[config.mk]
export PLATFORM = sky130hd
export DESIGN_NAME = framed_serial_rx_deframer_flat
export DESIGN_NICKNAME = d
export VERILOG_FILES = /design/src/sv/fsrd_pkg.sv /design/src/sv/fsrd_if.sv /design/src/sv/framed_serial_rx_deframer.sv /design/src/sv/fsrd_ram.sv /design/src/sv/fsrd_update.sv /design/src/flat_wrapper.sv
export VERILOG_INCLUDE_DIRS = /design/src /design/src/sv
export SDC_FILE = /design/constraint.sdc
export NUM_CORES = 1
export LEC_CHECK = 0
export BUFFER_PORTS_ARGS = -buffer_cell sky130_fd_sc_hd__buf_2
export CORE_MARGIN = 3
export CORE_UTILIZATION = 54
export DETAILED_ROUTE_END_ITERATION = 8
export GPL_ROUTABILITY_DRIVEN = 0
export PLACE_DENSITY = 0.72
export SETUP_SLACK_MARGIN = 0.02
export SLEW_MARGIN = 15
export SYNTH_ARGS = -nofsm -noshare
export SYNTH_HDL_FRONTEND = slang
export SYNTH_HIERARCHICAL = 1
export SYNTH_SLANG_ARGS = --single-unit
[constraint.sdc]
create_clock -name clk_i -period 21.9 [get_ports clk_i]
set_input_delay 2.19 -clock clk_i [delete_from_list [all_inputs] [get_ports clk_i]]
set_output_delay 2.19 -clock clk_i [all_outputs]
set_load 0.005 [all_outputs]
[src/sv/framed_serial_rx_deframer_macros.svh]
// ---------------------------------------------------------------------------
// Assertion macros for the framed serial receive deframer
// Concurrent assertion wrappers that compile away in synthesis builds.
// ---------------------------------------------------------------------------
`ifndef FRAMED_SERIAL_RX_DEFRAMER_MACROS_SVH
`define FRAMED_SERIAL_RX_DEFRAMER_MACROS_SVH

`ifndef SYNTH

// Checks a property on every rising clock edge outside reset.
`define FSRD_ASSERT(lbl, clk, rstn, prop) \
  lbl: assert property (@(posedge clk) disable iff (!rstn) (prop)) \
    else $error("fsrd assertion failed");

// Checks that a condition implies a consequence in the same cycle.
`define FSRD_ASSERT_IMPL(lbl, clk, rstn, cond, cons) \
  `FSRD_ASSERT(lbl, clk, rstn, (cond) |-> (cons))

`else

`define FSRD_ASSERT(lbl, clk, rstn, prop)
`define FSRD_ASSERT_IMPL(lbl, clk, rstn, cond, cons)

`endif

`endif

[src/sv/fsrd_pkg.sv]
// ---------------------------------------------------------------------------
// Deframer package
// Types, codes, constants and the CRC byte update shared by the deframer.
// ---------------------------------------------------------------------------
package fsrd_pkg;

  localparam int unsigned NUM_CHANNELS = 2;
  localparam int unsigned CH_AW = (NUM_CHANNELS > 1) ? $clog2(NUM_CHANNELS) : 1;

  localparam logic [7:0]  MAGIC_FIRST  = 8'h7E;
  localparam logic [7:0]  MAGIC_SECOND = 8'hA5;
  localparam logic [15:0] CRC_INIT     = 16'hFFFF;
  localparam logic [15:0] CRC_RESIDUE  = 16'hF0B8;
  localparam logic [15:0] CRC_POLY     = 16'h8408;
  localparam logic [15:0] MIN_FRAME_LEN = 16'd2;
  localparam logic [15:0] MAX_LEN_RESET = 16'd106;

  typedef enum logic [2:0] {
    MODE_MAGIC1 = 3'd0,
    MODE_MAGIC2 = 3'd1,
    MODE_LEN_HI = 3'd2,
    MODE_LEN_LO = 3'd3,
    MODE_DATA   = 3'd4
  } fsrd_mode_e;

  typedef enum logic [2:0] {
    EV_NONE    = 3'd0,
    EV_GOOD    = 3'd1,
    EV_CRC_ERR = 3'd2,
    EV_LEN_REJ = 3'd3,
    EV_NO_BUF  = 3'd4
  } fsrd_event_e;

  // Receive state of one channel, as kept in the state memory.
  typedef struct packed {
    fsrd_mode_e  mode;
    logic [15:0] length;
    logic [15:0] bytes_rcvd;
    logic [15:0] crc;
    logic [31:0] good_cnt;
    logic [31:0] sync_cnt;
    logic        buf_held;
  } fsrd_state_t;

  localparam int unsigned STATE_W = $bits(fsrd_state_t);

  localparam fsrd_state_t STATE_RESET = '{
    mode:       MODE_MAGIC1,
    length:     16'd0,
    bytes_rcvd: 16'd0,
    crc:        CRC_INIT,
    good_cnt:   32'd0,
    sync_cnt:   32'd0,
    buf_held:   1'b0
  };

  // Result of one received byte.
  typedef struct packed {
    logic        data_valid;
    logic [7:0]  data_byte;
    logic [15:0] data_index;
    fsrd_event_e frame_event;
    logic [15:0] payload_length;
    logic [31:0] good_frames;
    logic [31:0] syncs;
  } fsrd_result_t;

  // Reflected CRC-16 update over one byte, one bit per step.
  function automatic logic [15:0] crc_byte(input logic [15:0] crc_in, input logic [7:0] b);
    logic [15:0] c;
    c = crc_in ^ {8'h00, b};
    for (int i = 0; i < 8; i++) begin
      if (c[0]) begin
        c = (c >> 1) ^ CRC_POLY;
      end else begin
        c = c >> 1;
      end
    end
    return c;
  endfunction

endpackage

[src/sv/fsrd_if.sv]
// ---------------------------------------------------------------------------
// Deframer channel interfaces
// Valid/ready channels for received bytes, results and the length register.
// ---------------------------------------------------------------------------
interface fsrd_in_if;
  logic       valid;
  logic       ready;
  logic       channel;
  logic [7:0] rx_byte;
  logic       buffer_ready;

  modport source (output valid, channel, rx_byte, buffer_ready, input ready);
  modport sink   (input valid, channel, rx_byte, buffer_ready, output ready);
endinterface

interface fsrd_out_if;
  logic        valid;
  logic        ready;
  logic        out_channel;
  logic        data_valid;
  logic [7:0]  data_byte;
  logic [15:0] data_index;
  logic [2:0]  frame_event;
  logic [15:0] payload_length;
  logic [31:0] good_frames;
  logic [31:0] syncs;

  modport source (output valid, out_channel, data_valid, data_byte, data_index, frame_event,
                  payload_length, good_frames, syncs, input ready);
  modport sink   (input valid, out_channel, data_valid, data_byte, data_index, frame_event,
                  payload_length, good_frames, syncs, output ready);
endinterface

interface fsrd_cfg_if;
  logic        valid;
  logic        ready;
  logic [15:0] data;

  modport source (output valid, data, input ready);
  modport sink   (input valid, data, output ready);
endinterface

[src/sv/framed_serial_rx_deframer.sv]
// ---------------------------------------------------------------------------
// Framed serial receive deframer
// Per-channel frame hunt, length check, body streaming and CRC-16/X.25 check.
// ---------------------------------------------------------------------------
// Usage:
// Each request on rx_i carries one received byte, the channel it came in on
// and whether a receive buffer can be taken. Every request produces exactly
// one request on res_o, in order: the body byte with its index when the
// channel is inside a frame, a frame event (good end, CRC error, rejected
// length, dropped for lack of a buffer) and that channel's frame counters.
// The largest accepted length field is written through cfg_i while the block
// is idle; cfg_i is always ready.
// The result passes the update stage and the output register on to res_o.
// Throughput is one byte per cycle while res_o is not stalled, also when
// consecutive bytes belong to the same channel: the channel state lives in a
// small memory with registered read data, and a forwarding register covers
// the write of the byte before.
// When the receiver stalls res_o, one result waits in the output register and
// one byte waits in the update stage; rx_i drops ready only when both hold.
// Reset returns every channel to hunting the first magic byte with cleared
// counters at once, through per-channel valid bits; no clearing pass is run.
// The length register resets to 106.
// ---------------------------------------------------------------------------
`include "framed_serial_rx_deframer_macros.svh"

module framed_serial_rx_deframer import fsrd_pkg::*; (
  input  logic       clk_i,
  input  logic       rst_ni,
  fsrd_in_if.sink    rx_i,
  fsrd_out_if.source res_o,
  fsrd_cfg_if.sink   cfg_i
);

  // Length limit register.
  logic [15:0] max_len_q;

  // Update stage: the accepted byte while its channel state is being read.
  logic             s1_valid_q;
  logic             s1_channel_q;
  logic [7:0]       s1_byte_q;
  logic             s1_buf_ready_q;
  logic             s1_adv;
  logic             s1_ch_ok;
  logic [CH_AW-1:0] s1_addr;

  // State memory, its valid bits and the forwarding path.
  logic [NUM_CHANNELS-1:0] st_valid_q;
  logic [STATE_W-1:0]      ram_rdata;
  logic                    ram_wr_en;
  logic                    rx_accept;
  logic [CH_AW-1:0]        rx_addr;
  logic                    fwd_hit_q;
  fsrd_state_t             fwd_state_q;
  fsrd_state_t             cur_state;
  fsrd_state_t             nxt_state;
  fsrd_result_t            upd_result;

  // Output register.
  logic         out_valid_q;
  logic         out_channel_q;
  fsrd_result_t out_result_q;

  assign cfg_i.ready = 1'b1;

  // The update stage moves on whenever the output register is free or drains.
  assign s1_adv      = s1_valid_q && (!out_valid_q || res_o.ready);
  assign rx_i.ready  = !s1_valid_q || s1_adv;
  assign rx_accept   = rx_i.valid && rx_i.ready;
  assign rx_addr     = CH_AW'(rx_i.channel);
  assign s1_addr     = CH_AW'(s1_channel_q);
  assign s1_ch_ok    = (32'(s1_channel_q) < NUM_CHANNELS);
  assign ram_wr_en   = s1_adv && s1_ch_ok;

  fsrd_ram #(
    .WIDTH (STATE_W),
    .DEPTH (NUM_CHANNELS)
  ) u_state_ram (
    .clk_i     (clk_i),
    .wr_en_i   (ram_wr_en),
    .wr_addr_i (s1_addr),
    .wr_data_i (nxt_state),
    .rd_en_i   (rx_accept),
    .rd_addr_i (rx_addr),
    .rd_data_o (ram_rdata)
  );

  // The memory returns the old word when the byte ahead writes the same
  // channel in the cycle of the read, so that write is taken from the
  // forwarding register instead. A channel never written reads as reset.
  always_comb begin
    if (fwd_hit_q) begin
      cur_state = fwd_state_q;
    end else if (st_valid_q[s1_addr]) begin
      cur_state = fsrd_state_t'(ram_rdata);
    end else begin
      cur_state = STATE_RESET;
    end
  end

  fsrd_update u_update (
    .state_i        (cur_state),
    .rx_byte_i      (s1_byte_q),
    .buffer_ready_i (s1_buf_ready_q),
    .max_len_i      (max_len_q),
    .state_o        (nxt_state),
    .result_o       (upd_result)
  );

  // Control registers.
  always_ff @(posedge clk_i or negedge rst_ni) begin
    if (!rst_ni) begin
      max_len_q   <= MAX_LEN_RESET;
      s1_valid_q  <= 1'b0;
      st_valid_q  <= '0;
      fwd_hit_q   <= 1'b0;
      out_valid_q <= 1'b0;
    end else begin
      if (cfg_i.valid) begin
        max_len_q <= cfg_i.data;
      end
      if (rx_i.ready) begin
        s1_valid_q <= rx_i.valid;
      end
      if (ram_wr_en) begin
        st_valid_q[s1_addr] <= 1'b1;
      end
      if (rx_i.ready) begin
        fwd_hit_q <= rx_accept && ram_wr_en && (s1_addr == rx_addr);
      end
      if (s1_adv) begin
        out_valid_q <= 1'b1;
      end else if (res_o.ready) begin
        out_valid_q <= 1'b0;
      end
    end
  end

  // Payload registers.
  always_ff @(posedge clk_i) begin
    if (rx_accept) begin
      s1_channel_q   <= rx_i.channel;
      s1_byte_q      <= rx_i.rx_byte;
      s1_buf_ready_q <= rx_i.buffer_ready;
    end
    if (ram_wr_en) begin
      fwd_state_q <= nxt_state;
    end
    if (s1_adv) begin
      out_channel_q <= s1_channel_q;
      out_result_q  <= s1_ch_ok ? upd_result : '0;
    end
  end

  assign res_o.valid          = out_valid_q;
  assign res_o.out_channel    = out_channel_q;
  assign res_o.data_valid     = out_result_q.data_valid;
  assign res_o.data_byte      = out_result_q.data_byte;
  assign res_o.data_index     = out_result_q.data_index;
  assign res_o.frame_event    = out_result_q.frame_event;
  assign res_o.payload_length = out_result_q.payload_length;
  assign res_o.good_frames    = out_result_q.good_frames;
  assign res_o.syncs          = out_result_q.syncs;

  // A body byte carries no header event.
  `FSRD_ASSERT_IMPL(a_body_event, clk_i, rst_ni, out_valid_q && out_result_q.data_valid,
    out_result_q.frame_event == EV_NONE || out_result_q.frame_event == EV_GOOD ||
    out_result_q.frame_event == EV_CRC_ERR)

  // Frame end events come only with the last body byte.
  `FSRD_ASSERT_IMPL(a_end_on_body, clk_i, rst_ni,
    out_valid_q && (out_result_q.frame_event == EV_GOOD ||
    out_result_q.frame_event == EV_CRC_ERR), out_result_q.data_valid)

  // An empty output register never holds back input.
  `FSRD_ASSERT_IMPL(a_no_bubble, clk_i, rst_ni, !out_valid_q, rx_i.ready)

  // Forwarding is only in effect for a byte in the update stage.
  `FSRD_ASSERT_IMPL(a_fwd_live, clk_i, rst_ni, fwd_hit_q, s1_valid_q)

endmodule

[src/sv/fsrd_ram.sv]
// ---------------------------------------------------------------------------
// Generic single-port-write RAM
// One write port and one read port with registered read data.
// ---------------------------------------------------------------------------
module fsrd_ram #(
  parameter int unsigned WIDTH = 8,
  parameter int unsigned DEPTH = 2,
  parameter int unsigned AW    = (DEPTH > 1) ? $clog2(DEPTH) : 1
) (
  input  logic             clk_i,
  input  logic             wr_en_i,
  input  logic [AW-1:0]    wr_addr_i,
  input  logic [WIDTH-1:0] wr_data_i,
  input  logic             rd_en_i,
  input  logic [AW-1:0]    rd_addr_i,
  output logic [WIDTH-1:0] rd_data_o
);

  logic [WIDTH-1:0] mem_q [DEPTH];
  logic [WIDTH-1:0] rd_data_q;

  always_ff @(posedge clk_i) begin
    if (wr_en_i) begin
      mem_q[wr_addr_i] <= wr_data_i;
    end
    if (rd_en_i) begin
      rd_data_q <= mem_q[rd_addr_i];
    end
  end

  assign rd_data_o = rd_data_q;

endmodule

[src/sv/fsrd_update.sv]
// ---------------------------------------------------------------------------
// Deframer state update
// Next channel state and result for one received byte.
// ---------------------------------------------------------------------------
module fsrd_update import fsrd_pkg::*; (
  input  fsrd_state_t  state_i,
  input  logic [7:0]   rx_byte_i,
  input  logic         buffer_ready_i,
  input  logic [15:0]  max_len_i,
  output fsrd_state_t  state_o,
  output fsrd_result_t result_o
);

  always_comb begin
    fsrd_state_t  nxt;
    fsrd_result_t res;
    logic [15:0]  crc_new;
    logic [15:0]  len_new;
    logic [15:0]  cnt_new;
    logic         held_new;

    nxt      = state_i;
    res      = '0;
    crc_new  = crc_byte(state_i.crc, rx_byte_i);
    len_new  = state_i.length | {8'h00, rx_byte_i};
    cnt_new  = state_i.bytes_rcvd + 16'd1;
    held_new = state_i.buf_held | buffer_ready_i;
    res.frame_event = EV_NONE;

    case (state_i.mode)
      MODE_DATA: begin
        res.data_valid = 1'b1;
        res.data_byte  = rx_byte_i;
        res.data_index = state_i.bytes_rcvd;
        nxt.bytes_rcvd = cnt_new;
        nxt.crc        = crc_new;
        if (cnt_new == state_i.length) begin
          nxt.mode = MODE_MAGIC1;
          if (crc_new == CRC_RESIDUE) begin
            res.frame_event    = EV_GOOD;
            res.payload_length = state_i.length - MIN_FRAME_LEN;
            nxt.buf_held       = 1'b0;
            nxt.good_cnt       = state_i.good_cnt + 32'd1;
          end else begin
            res.frame_event = EV_CRC_ERR;
          end
        end
      end
      MODE_MAGIC2: begin
        nxt.mode = (rx_byte_i == MAGIC_SECOND) ? MODE_LEN_HI : MODE_MAGIC1;
      end
      MODE_LEN_HI: begin
        nxt.length = {rx_byte_i, 8'h00};
        nxt.mode   = MODE_LEN_LO;
      end
      MODE_LEN_LO: begin
        nxt.length = len_new;
        if (len_new <= max_len_i && len_new >= MIN_FRAME_LEN) begin
          nxt.bytes_rcvd = 16'd0;
          nxt.crc        = CRC_INIT;
          nxt.sync_cnt   = state_i.sync_cnt + 32'd1;
          nxt.buf_held   = held_new;
          if (held_new) begin
            nxt.mode = MODE_DATA;
          end else begin
            nxt.mode        = MODE_MAGIC1;
            res.frame_event = EV_NO_BUF;
          end
        end else begin
          nxt.mode        = MODE_MAGIC1;
          res.frame_event = EV_LEN_REJ;
        end
      end
      default: begin
        // Hunting the first magic byte; codes without meaning hunt as well.
        nxt.mode = (rx_byte_i == MAGIC_FIRST) ? MODE_MAGIC2 : MODE_MAGIC1;
      end
    endcase

    res.good_frames = nxt.good_cnt;
    res.syncs       = nxt.sync_cnt;
    state_o  = nxt;
    result_o = res;
  end

endmodule
[src/flat_wrapper.sv]
// flat-port wrapper written by rule: the top's interface ports become plain ports
module framed_serial_rx_deframer_flat import fsrd_pkg::*;
  (clk_i, rst_ni, rx_i_valid, rx_i_channel, rx_i_rx_byte, rx_i_buffer_ready, rx_i_ready, res_o_valid, res_o_out_channel, res_o_data_valid, res_o_data_byte, res_o_data_index, res_o_frame_event, res_o_payload_length, res_o_good_frames, res_o_syncs, res_o_ready, cfg_i_valid, cfg_i_data, cfg_i_ready);
  fsrd_in_if rx_i_i ();
  fsrd_out_if res_o_i ();
  fsrd_cfg_if cfg_i_i ();
  input  logic clk_i;
  input  logic rst_ni;
  input wire logic [$bits(rx_i_i.valid)-1:0] rx_i_valid;
  input wire logic [$bits(rx_i_i.channel)-1:0] rx_i_channel;
  input wire logic [$bits(rx_i_i.rx_byte)-1:0] rx_i_rx_byte;
  input wire logic [$bits(rx_i_i.buffer_ready)-1:0] rx_i_buffer_ready;
  output wire logic [$bits(rx_i_i.ready)-1:0] rx_i_ready;
  output wire logic [$bits(res_o_i.valid)-1:0] res_o_valid;
  output wire logic [$bits(res_o_i.out_channel)-1:0] res_o_out_channel;
  output wire logic [$bits(res_o_i.data_valid)-1:0] res_o_data_valid;
  output wire logic [$bits(res_o_i.data_byte)-1:0] res_o_data_byte;
  output wire logic [$bits(res_o_i.data_index)-1:0] res_o_data_index;
  output wire logic [$bits(res_o_i.frame_event)-1:0] res_o_frame_event;
  output wire logic [$bits(res_o_i.payload_length)-1:0] res_o_payload_length;
  output wire logic [$bits(res_o_i.good_frames)-1:0] res_o_good_frames;
  output wire logic [$bits(res_o_i.syncs)-1:0] res_o_syncs;
  input wire logic [$bits(res_o_i.ready)-1:0] res_o_ready;
  input wire logic [$bits(cfg_i_i.valid)-1:0] cfg_i_valid;
  input wire logic [$bits(cfg_i_i.data)-1:0] cfg_i_data;
  output wire logic [$bits(cfg_i_i.ready)-1:0] cfg_i_ready;
  assign rx_i_i.valid = rx_i_valid;
  assign rx_i_i.channel = rx_i_channel;
  assign rx_i_i.rx_byte = rx_i_rx_byte;
  assign rx_i_i.buffer_ready = rx_i_buffer_ready;
  assign rx_i_ready = rx_i_i.ready;
  assign res_o_valid = res_o_i.valid;
  assign res_o_out_channel = res_o_i.out_channel;
  assign res_o_data_valid = res_o_i.data_valid;
  assign res_o_data_byte = res_o_i.data_byte;
  assign res_o_data_index = res_o_i.data_index;
  assign res_o_frame_event = res_o_i.frame_event;
  assign res_o_payload_length = res_o_i.payload_length;
  assign res_o_good_frames = res_o_i.good_frames;
  assign res_o_syncs = res_o_i.syncs;
  assign res_o_i.ready = res_o_ready;
  assign cfg_i_i.valid = cfg_i_valid;
  assign cfg_i_i.data = cfg_i_data;
  assign cfg_i_ready = cfg_i_i.ready;
  framed_serial_rx_deframer u_core (.clk_i(clk_i), .rst_ni(rst_ni), .rx_i(rx_i_i), .res_o(res_o_i), .cfg_i(cfg_i_i));
endmodule
==> results_dict.tcl, run 1 <==
set metrics [dict create \
    timing.final.crit_period_ns 5.83 \
    tritoncts "done" \
    footprint_of_the_flip_flops_and_latches_sq_um 18000 \
    rr_worst_depth 12 \
    worstPathBufferInverterCount 2 \
    yosysTopAreaCellShare_pct 65.0 \
    fillerInstances 3703 \
    grt_start_max_net_pins 164 \
    critical_path.cell_chain "buf_4, buf_4, nand2b_1, o21ai_0, ha_1, and2_1, or3b_2, a21oi_1, o31ai_1, or3b_4, nor4b_1, xor2_1" \
    fin_crit_sh_pct 26.6 \
    worstSkewPairLatency_ns 0.63 \
    fp.dieArea_sq_um 52600 \
    gr-total-overflow 0 \
    synth-main-ff-cell "edfxtp_1" \
    synthesis.instances 1890 \
    critical_path.endpoint_type "flop" \
    post_drt_via_cell_ratio 5.78 \
    tightestPinTransition_ns 1.27 \
    grt_antenna_before_repair 3 \
    report.power.total_mw 2.83 \
    postSynthNetCount 1940 \
    post-synth-top-count-cell "edfxtp_1" \
    synth_commonest_cells "edfxtp_1 (583), nand2_1 (170), nand2b_1 (123), o21ai_0 (119), mux2_2 (102)" \
    dp.final_hpwl_um 32100 \
    via_count 15400 \
    cts.sinks 604 \
    crit_required_ns 22.30 \
    antenna_cells_inserted 0 \
    floorplan.core_area_sq_um 49200 \
    cts_max_level 2 \
    worst_ir_drop_vdd_uv 77.8 \
    drt_iter0_markers 1265 \
    drt_first_pass_iters 5 \
    synth_async_sr_flop_share_pct 3.48 \
    timing.final.setup_violations 0 \
    hold_path_class "reg -> reg" \
    critical_path_depth 12 \
    track_usage_pct 21.4 \
    totalNegativeSetupSlack_ns 0 \
    top_level_ports 143 \
    final_net_count 2004 \
    synth_top_cells_by_area "edfxtp_1 (65%), mux2_2 (4.3%), nand2b_1 (2.9%), nand2_1 (2.4%), xor2_1 (2.2%)" \
    worst_slew_margin_rel_pct 15.7 \
    postCtsHoldBufs 0 \
    cellLeakagePower_nw 10.5 \
    crit_type "reg -> reg" \
    ys_seq_area_share_pct 66.9 \
    critPathTopFamily "simple AND/OR/NAND/NOR gates" \
    final_hold_viol_count 0 \
    run_status "finished clean" \
    clock-skew-final_ns 0.0200 \
    clk_pin_slew_worst_paths_ns 0.06 \
    worst-path-max-fanout 97 \
    postSynthAreaPerCell_sq_um 14.3 \
    layout-area-overhead-vs-synth_pct 10.1 \
    std_cell_rows 81 \
    cts-root-buf "clkbuf_16" \
    die_wd_um 229 \
    synth_area_leader "edfxtp_1" \
    grt_pass1_vias 15500 \
    start_util_pct 54.8 \
    wire_length_of_the_first_global_routing_pass_um 88500 \
    maxCapViolCount 0 \
    route.detailed.wl_per_inst_um 21.2 \
    drive_above_1_share_pct 23.3 \
    synth_edf_count 583 \
    cts_buf_count 59 \
    fmax_mhz 172 \
    crit_top_cell "buf_4" \
    timing.critical_path.slowest_stage_cell "dfrtp_4" \
    io_buffers 141 \
    setup.worst_path.start_class "flop" \
    max_slew_violations 0 \
    whs_path_depth 1 \
    pwr_density_cell_nw_per_um2 95.3 \
    ys_types 69 \
    remaining_drc_errors 0 \
    drtAntennaViolNets 0 \
    grt_setup_unrepaired "no" \
    fin_worst_hold_slack_ns 0.508 \
    slowest_delay_ns 1.02 \
    cp.arrival_ns 6.23 \
    total_standard_cell_area_after_synthesis_sq_um 26900 \
    drt_wl_total_um 56700 \
    die_height_um 229 \
    multi_input_comb_area_sq_um 7750 \
    yosys_warnings 6 \
    max-clock-path-buffers 3 \
    cts.repair.resized 0 \
    postSynthRegisterBits 604 \
    post_cts_setup_repair_buffer_count 0 \
]
[cells by family (layout without fill, tap and decap cells)]
group | Yosys count | in the layout | share of synthesized area [%]
flip-flops | 604 | 604 | 66.9
AND/OR/NAND/NOR | 585 | 585 | 12.6
buffers and inverters | 210 | 323 | 4.46
AO/OA/AOI/OAI | 204 | 204 | 4.47
multiplexers | 146 | 146 | 6.65
XOR/XNOR | 121 | 121 | 4.02
adder cells (fa/ha/maj) | 19 | 19 | 0.882
other | 1 | 1 | 0.0139
[layer usage]
metal  wire, um  GRT usage [%]
met5         24              0
met4       1140           5.84
met3       3940           3.40
met2      27400           35.1
met1      24200           30.0
[path summary, 6_finish.rpt]
check                      slack, ns                      to           startpoint
min                             0.51     u_core/max_len_q[9]  u_core/max_len_q[9]
min reg2reg                     0.51     u_core/max_len_q[9]  u_core/max_len_q[9]
max                            16.07  u_core/fwd_state_q[37]     u_core/fwd_hit_q
max in group asynchronous      19.98        u_core/fwd_hit_q               rst_ni
max reg2reg                    16.07  u_core/fwd_state_q[37]     u_core/fwd_hit_q
min in group asynchronous       1.54    u_core/st_valid_q[0]               rst_ni
[placed cells by master, fill, tap and decap left out, types with 4 or more instances in the layout]
cell,n
o211ai_1,18
nand2b_1,123
xnor2_1,49
o22ai_1,4
nand3_1,45
clkinv_2,6
buf_4,34
or3_1,10
mux2_2,102
dfrtp_1,16
mux2_4,40
buf_2,140
nor4_2,28
dfstp_2,4
o31ai_1,6
nand2_1,169
edfxtp_1,583
and3_1,38
nor2_1,46
nand4_1,27
nor4_1,10
and4_1,14
nand4b_1,4
and2_1,5
bufinv_16,7
o21ai_0,115
nor3b_1,5
inv_1,36
xor2_1,69
a21oi_1,19
ha_1,19
nor2_4,7
clkbuf_1,21
o21ai_1,6
clkbuf_16,59
o31a_1,17
clkinv_1,13
or2_2,7
nor3_1,18
[state kept, by name, indices dropped and copies added (netlist names), 2 cells and up]
register,cells
u_core/res_o.data_byte,8
u_core/s1_byte_q,8
u_core/max_len_q,16
u_core/u_state_ram/rd_data_o,116
u_core/res_o.payload_length,16
u_core/res_o.data_index,16
u_core/res_o.frame_event,3
u_core/st_valid_q,2
u_core/u_state_ram/mem_q,232
u_core/fwd_state_q,116
u_core/res_o.good_frames,32
u_core/res_o.syncs,32
[metrics by stage]
step                cells  setup WS (ns)  utilization, %  cell area [sq um]
floorplan            1890           8.57               -              26900
global placement     2557          15.98            56.5              27800
detailed placement   2557          15.79            56.5              27800
CTS                  2667          15.79            60.3              29700
global route         2667          15.54            60.3              29700
finish               2667          16.07            60.3              29700
[layout make-up]
cell class	count	share of cell area, %
flip-flops and latches	604	60.8
inverters	36	0.456
repair buffers	177	3.40
well taps	664	2.80
multi-input cells	1076	26.1
clock inverters	30	1.16
clock buffers	80	5.24
[power by group]
part | internal, mW | leakage, nW | switching, mW
registers | 1.42 | 5.80 | 0.0363
logic | 0.132 | 3.80 | 0.237
clock network | 0.581 | 0.919 | 0.419
total | 2.13 | 10.5 | 0.692
No activity file was read; power rests on OpenSTA's default activity.
==> run 2, diff against run 1 <==
--- a/config.mk
+++ b/config.mk
@@ -6,12 +6,13 @@
 export SDC_FILE = /design/constraint.sdc
 export NUM_CORES = 1
 export LEC_CHECK = 0
+export ABC_AREA = 1
 export BUFFER_PORTS_ARGS = -buffer_cell sky130_fd_sc_hd__buf_2
 export CORE_MARGIN = 3
 export CORE_UTILIZATION = 54
 export DETAILED_ROUTE_END_ITERATION = 8
 export GPL_ROUTABILITY_DRIVEN = 0
-export PLACE_DENSITY = 0.72
+export PLACE_DENSITY = 0.74
 export SETUP_SLACK_MARGIN = 0.02
 export SLEW_MARGIN = 15
 export SYNTH_ARGS = -nofsm -noshare
==> constraint.sdc (replaced) <==
create_clock -name clk_i -period 5 [get_ports clk_i]
set_input_delay 0.5 -clock clk_i [delete_from_list [all_inputs] [get_ports clk_i]]
set_output_delay 0.5 -clock clk_i [all_outputs]
set_load 0.005 [all_outputs]
==> run 2 against run 1 <==
Effect of this change:
- the flow now finishes with violations (DRC)
- hold slack lost 0.47 ns
- combinational power rose to 6.7 times the previous value
- first-iteration DRC count is 96% higher
- count of clock-buffer cells in the layout is 6 lower
- sequential share of layout area fell by 3.8 points
- highest routed layer is now met4
==> results_dict.tcl, run 2 <==
set metrics [dict create \
    worst-path-max-fanout 52 \
    layout-area-overhead-vs-synth_pct 10.4 \
    synth_commonest_cells "nand2_1 (1228), edfxtp_1 (583), inv_1 (282), nor2_1 (282), nand3_1 (104)" \
    drt_iter0_markers 2483 \
    clock-skew-final_ns 0.0244 \
    cp.arrival_ns 4.62 \
    total_standard_cell_area_after_synthesis_sq_um 28600 \
    drtAntennaViolNets 0 \
    antenna_cells_inserted 0 \
    setup.worst_path.start_class "flop" \
    post_drt_via_cell_ratio 5.50 \
    worst_slew_margin_rel_pct 10.3 \
    pwr_density_cell_nw_per_um2 439 \
    run_status "complete, but fails checks" \
    report.power.total_mw 13.9 \
    std_cell_rows 83 \
    cts_max_level 2 \
    synthesis.instances 2994 \
    track_usage_pct 24.3 \
    yosys_warnings 6 \
    final_net_count 3120 \
    max_slew_violations 0 \
    worstPathBufferInverterCount 4 \
    die_wd_um 236 \
    number_of_placed_instances_with_taps_included 3687 \
    regMostFlops "u_core/u_state_ram/mem_q" \
    final_hold_viol_count 0 \
    die_height_um 236 \
    io_buffers 141 \
    maxCapViolCount 0 \
    layout_common_cells "nand2_1 (1226), edfxtp_1 (583), nor2_1 (281)" \
    grt_antenna_before_repair 0 \
    cts-root-buf "clkbuf_16" \
    fin_worst_hold_slack_ns 0.0423 \
    timing.critical_path.slowest_stage_cell "dfrtp_4" \
    timing.final.setup_violations 0 \
    worstSkewPairLatency_ns 0.63 \
    critical_path.cell_chain "buf_4, nor2_1, nand2_1, nand2_1, nor2_1, inv_1, ha_1, nand2_1, nor2_1, nand2_1, nand2_1, nand2_1, nand2_1, nand2_1, nand2_1, nor2_1, buf_4, inv_2, o21ai_0" \
    gr-total-overflow 0 \
    tritoncts "done" \
    cts.sinks 604 \
    clk_pin_slew_worst_paths_ns 0.07 \
    grt_setup_unrepaired "no" \
    crit_type "reg -> reg" \
    via_count 20900 \
    remaining_drc_errors 1 \
    mostFrequentLayoutCell "nand2_1" \
    ys_types 45 \
    synth_top_cells_by_area "edfxtp_1 (61%), nand2_1 (16%), inv_1 (3.7%), nor2_1 (3.7%), buf_4 (1.9%)" \
    post-synth-top-count-cell "nand2_1" \
    postSynthNetCount 3044 \
    cts_buf_count 60 \
    synth_edf_count 583 \
    largest_register_ffs 232 \
    ys_seq_area_share_pct 63.0 \
    crit_required_ns 5.33 \
    wire_length_of_the_first_global_routing_pass_um 108000 \
    grt_pass1_vias 19800 \
    timing.final.crit_period_ns 4.28 \
    fin_crit_sh_pct 85.7 \
    synth_async_sr_flop_share_pct 3.48 \
    post_cts_setup_repair_buffer_count 0 \
    failed_checks "DRC" \
    slowest_delay_ns 0.81 \
    hold_path_class "in -> reg" \
    fmax_mhz 233 \
    cellLeakagePower_nw 13.6 \
    synth_area_leader "edfxtp_1" \
    fp.dieArea_sq_um 55800 \
    critPathTopFamily "simple AND/OR/NAND/NOR gates" \
    finish.cell_count_without_fillers 3801 \
    floorplan.core_area_sq_um 51900 \
    dp.final_hpwl_um 44000 \
    worst_ir_drop_vdd_uv 415 \
    grt_start_max_net_pins 171 \
    drt_wl_total_um 69200 \
    fillerInstances 4172 \
    max-clock-path-buffers 3 \
    tightestPinTransition_ns 1.35 \
    start_util_pct 55.2 \
    crit_top_cell "nand2_1" \
    yosysTopAreaCellShare_pct 61.1 \
    route.detailed.wl_per_inst_um 18.2 \
    synth-main-ff-cell "edfxtp_1" \
    finalInstanceArea_sq_um 31600 \
    drt_first_pass_iters 9 \
    postSynthRegisterBits 604 \
    postSynthAreaPerCell_sq_um 9.56 \
    critical_path.endpoint_type "flop" \
    post_dp_cell_area_sq_um 29500 \
    drive_above_1_share_pct 11.1 \
    top_level_ports 143 \
    finalCoreUtilization_pct 60.9 \
]
==> run 2: path summary, 6_finish.rpt <==
kind	to	startpoint	slack [ns]	depth (start not counted)
worst max-delay path	u_core/u_state_ram/mem_q[0][68]	u_core/fwd_hit_q	0.72	19
worst max register to register	u_core/u_state_ram/mem_q[0][68]	u_core/fwd_hit_q	0.72	19
max in group asynchronous	u_core/fwd_hit_q	rst_ni	4.26	2
worst min-delay path	u_core/s1_buf_ready_q	rx_i_buffer_ready	0.04	1
min in group asynchronous	u_core/max_len_q[4]	rst_ni	0.37	2
worst min register to register	u_core/st_valid_q[1]	u_core/st_valid_q[1]	0.50	1
==> run 2: timing repair <==
action                                 CTS  global route
setup endpoints to repair                0             0
resized for setup                        0             0
hold buffers                             1             0
endpoints found under the hold margin   17             0
==> run 2: routing by layer <==
metal  track usage, %  vias up  share of wire (%)
li1                 -     9814                  -
met1             32.6     9886                 40
met2             40.4     1018                 48
met3             3.91      185                8.8
met4             8.37        0                3.0
met5                0        -                  0
==> run 2: report_power, final <==
| part | internal (mW) | switching (mW) | total, mW | leakage, nW |
|---|---|---|---|---|
| registers | 6.51 | 0.202 | 6.71 | 5.85 |
| clock network | 2.81 | 1.92 | 4.73 | 1.01 |
| logic | 0.644 | 1.81 | 2.46 | 6.76 |
| total | 9.96 | 3.94 | 13.9 | 13.6 |
==> run 2: cells by family after synthesis <==
group | after synthesis | synth area share (%)
adders and majority gates | 19 | 0.830
buffers and inverters | 452 | 7.34
other | 1 | 0.0131
DFF | 604 | 63.0
xor gates and xnor gates | 48 | 1.52
muxes | 16 | 0.629
AOI/OAI and AO/OA | 111 | 2.13
and+or+nand+nor | 1743 | 24.5
==> run 2: cell type report <==
class                   count  area, sq um  share of cell area, %
flip-flops and latches    604        18000                   57.0
multi-input cells        1938         8530                   27.0
clock buffers              74         1610                   5.10
inverters                 296         1130                   3.59
repair buffers            170          978                   3.09
well taps                 680          851                   2.69
clock inverters            39          479                   1.52
==> run 2: metrics by stage <==
| step | worst slack [ns] | setup TNS, ns |
|---|---|---|
| after floorplan | -0.820 | -147.55 |
| after global placement | 0.972 | 0 |
| after detailed placement | 0.877 | 0 |
| after CTS | 0.818 | 0 |
| after global routing | 0.344 | 0 |
| final | 0.716 | 0 |
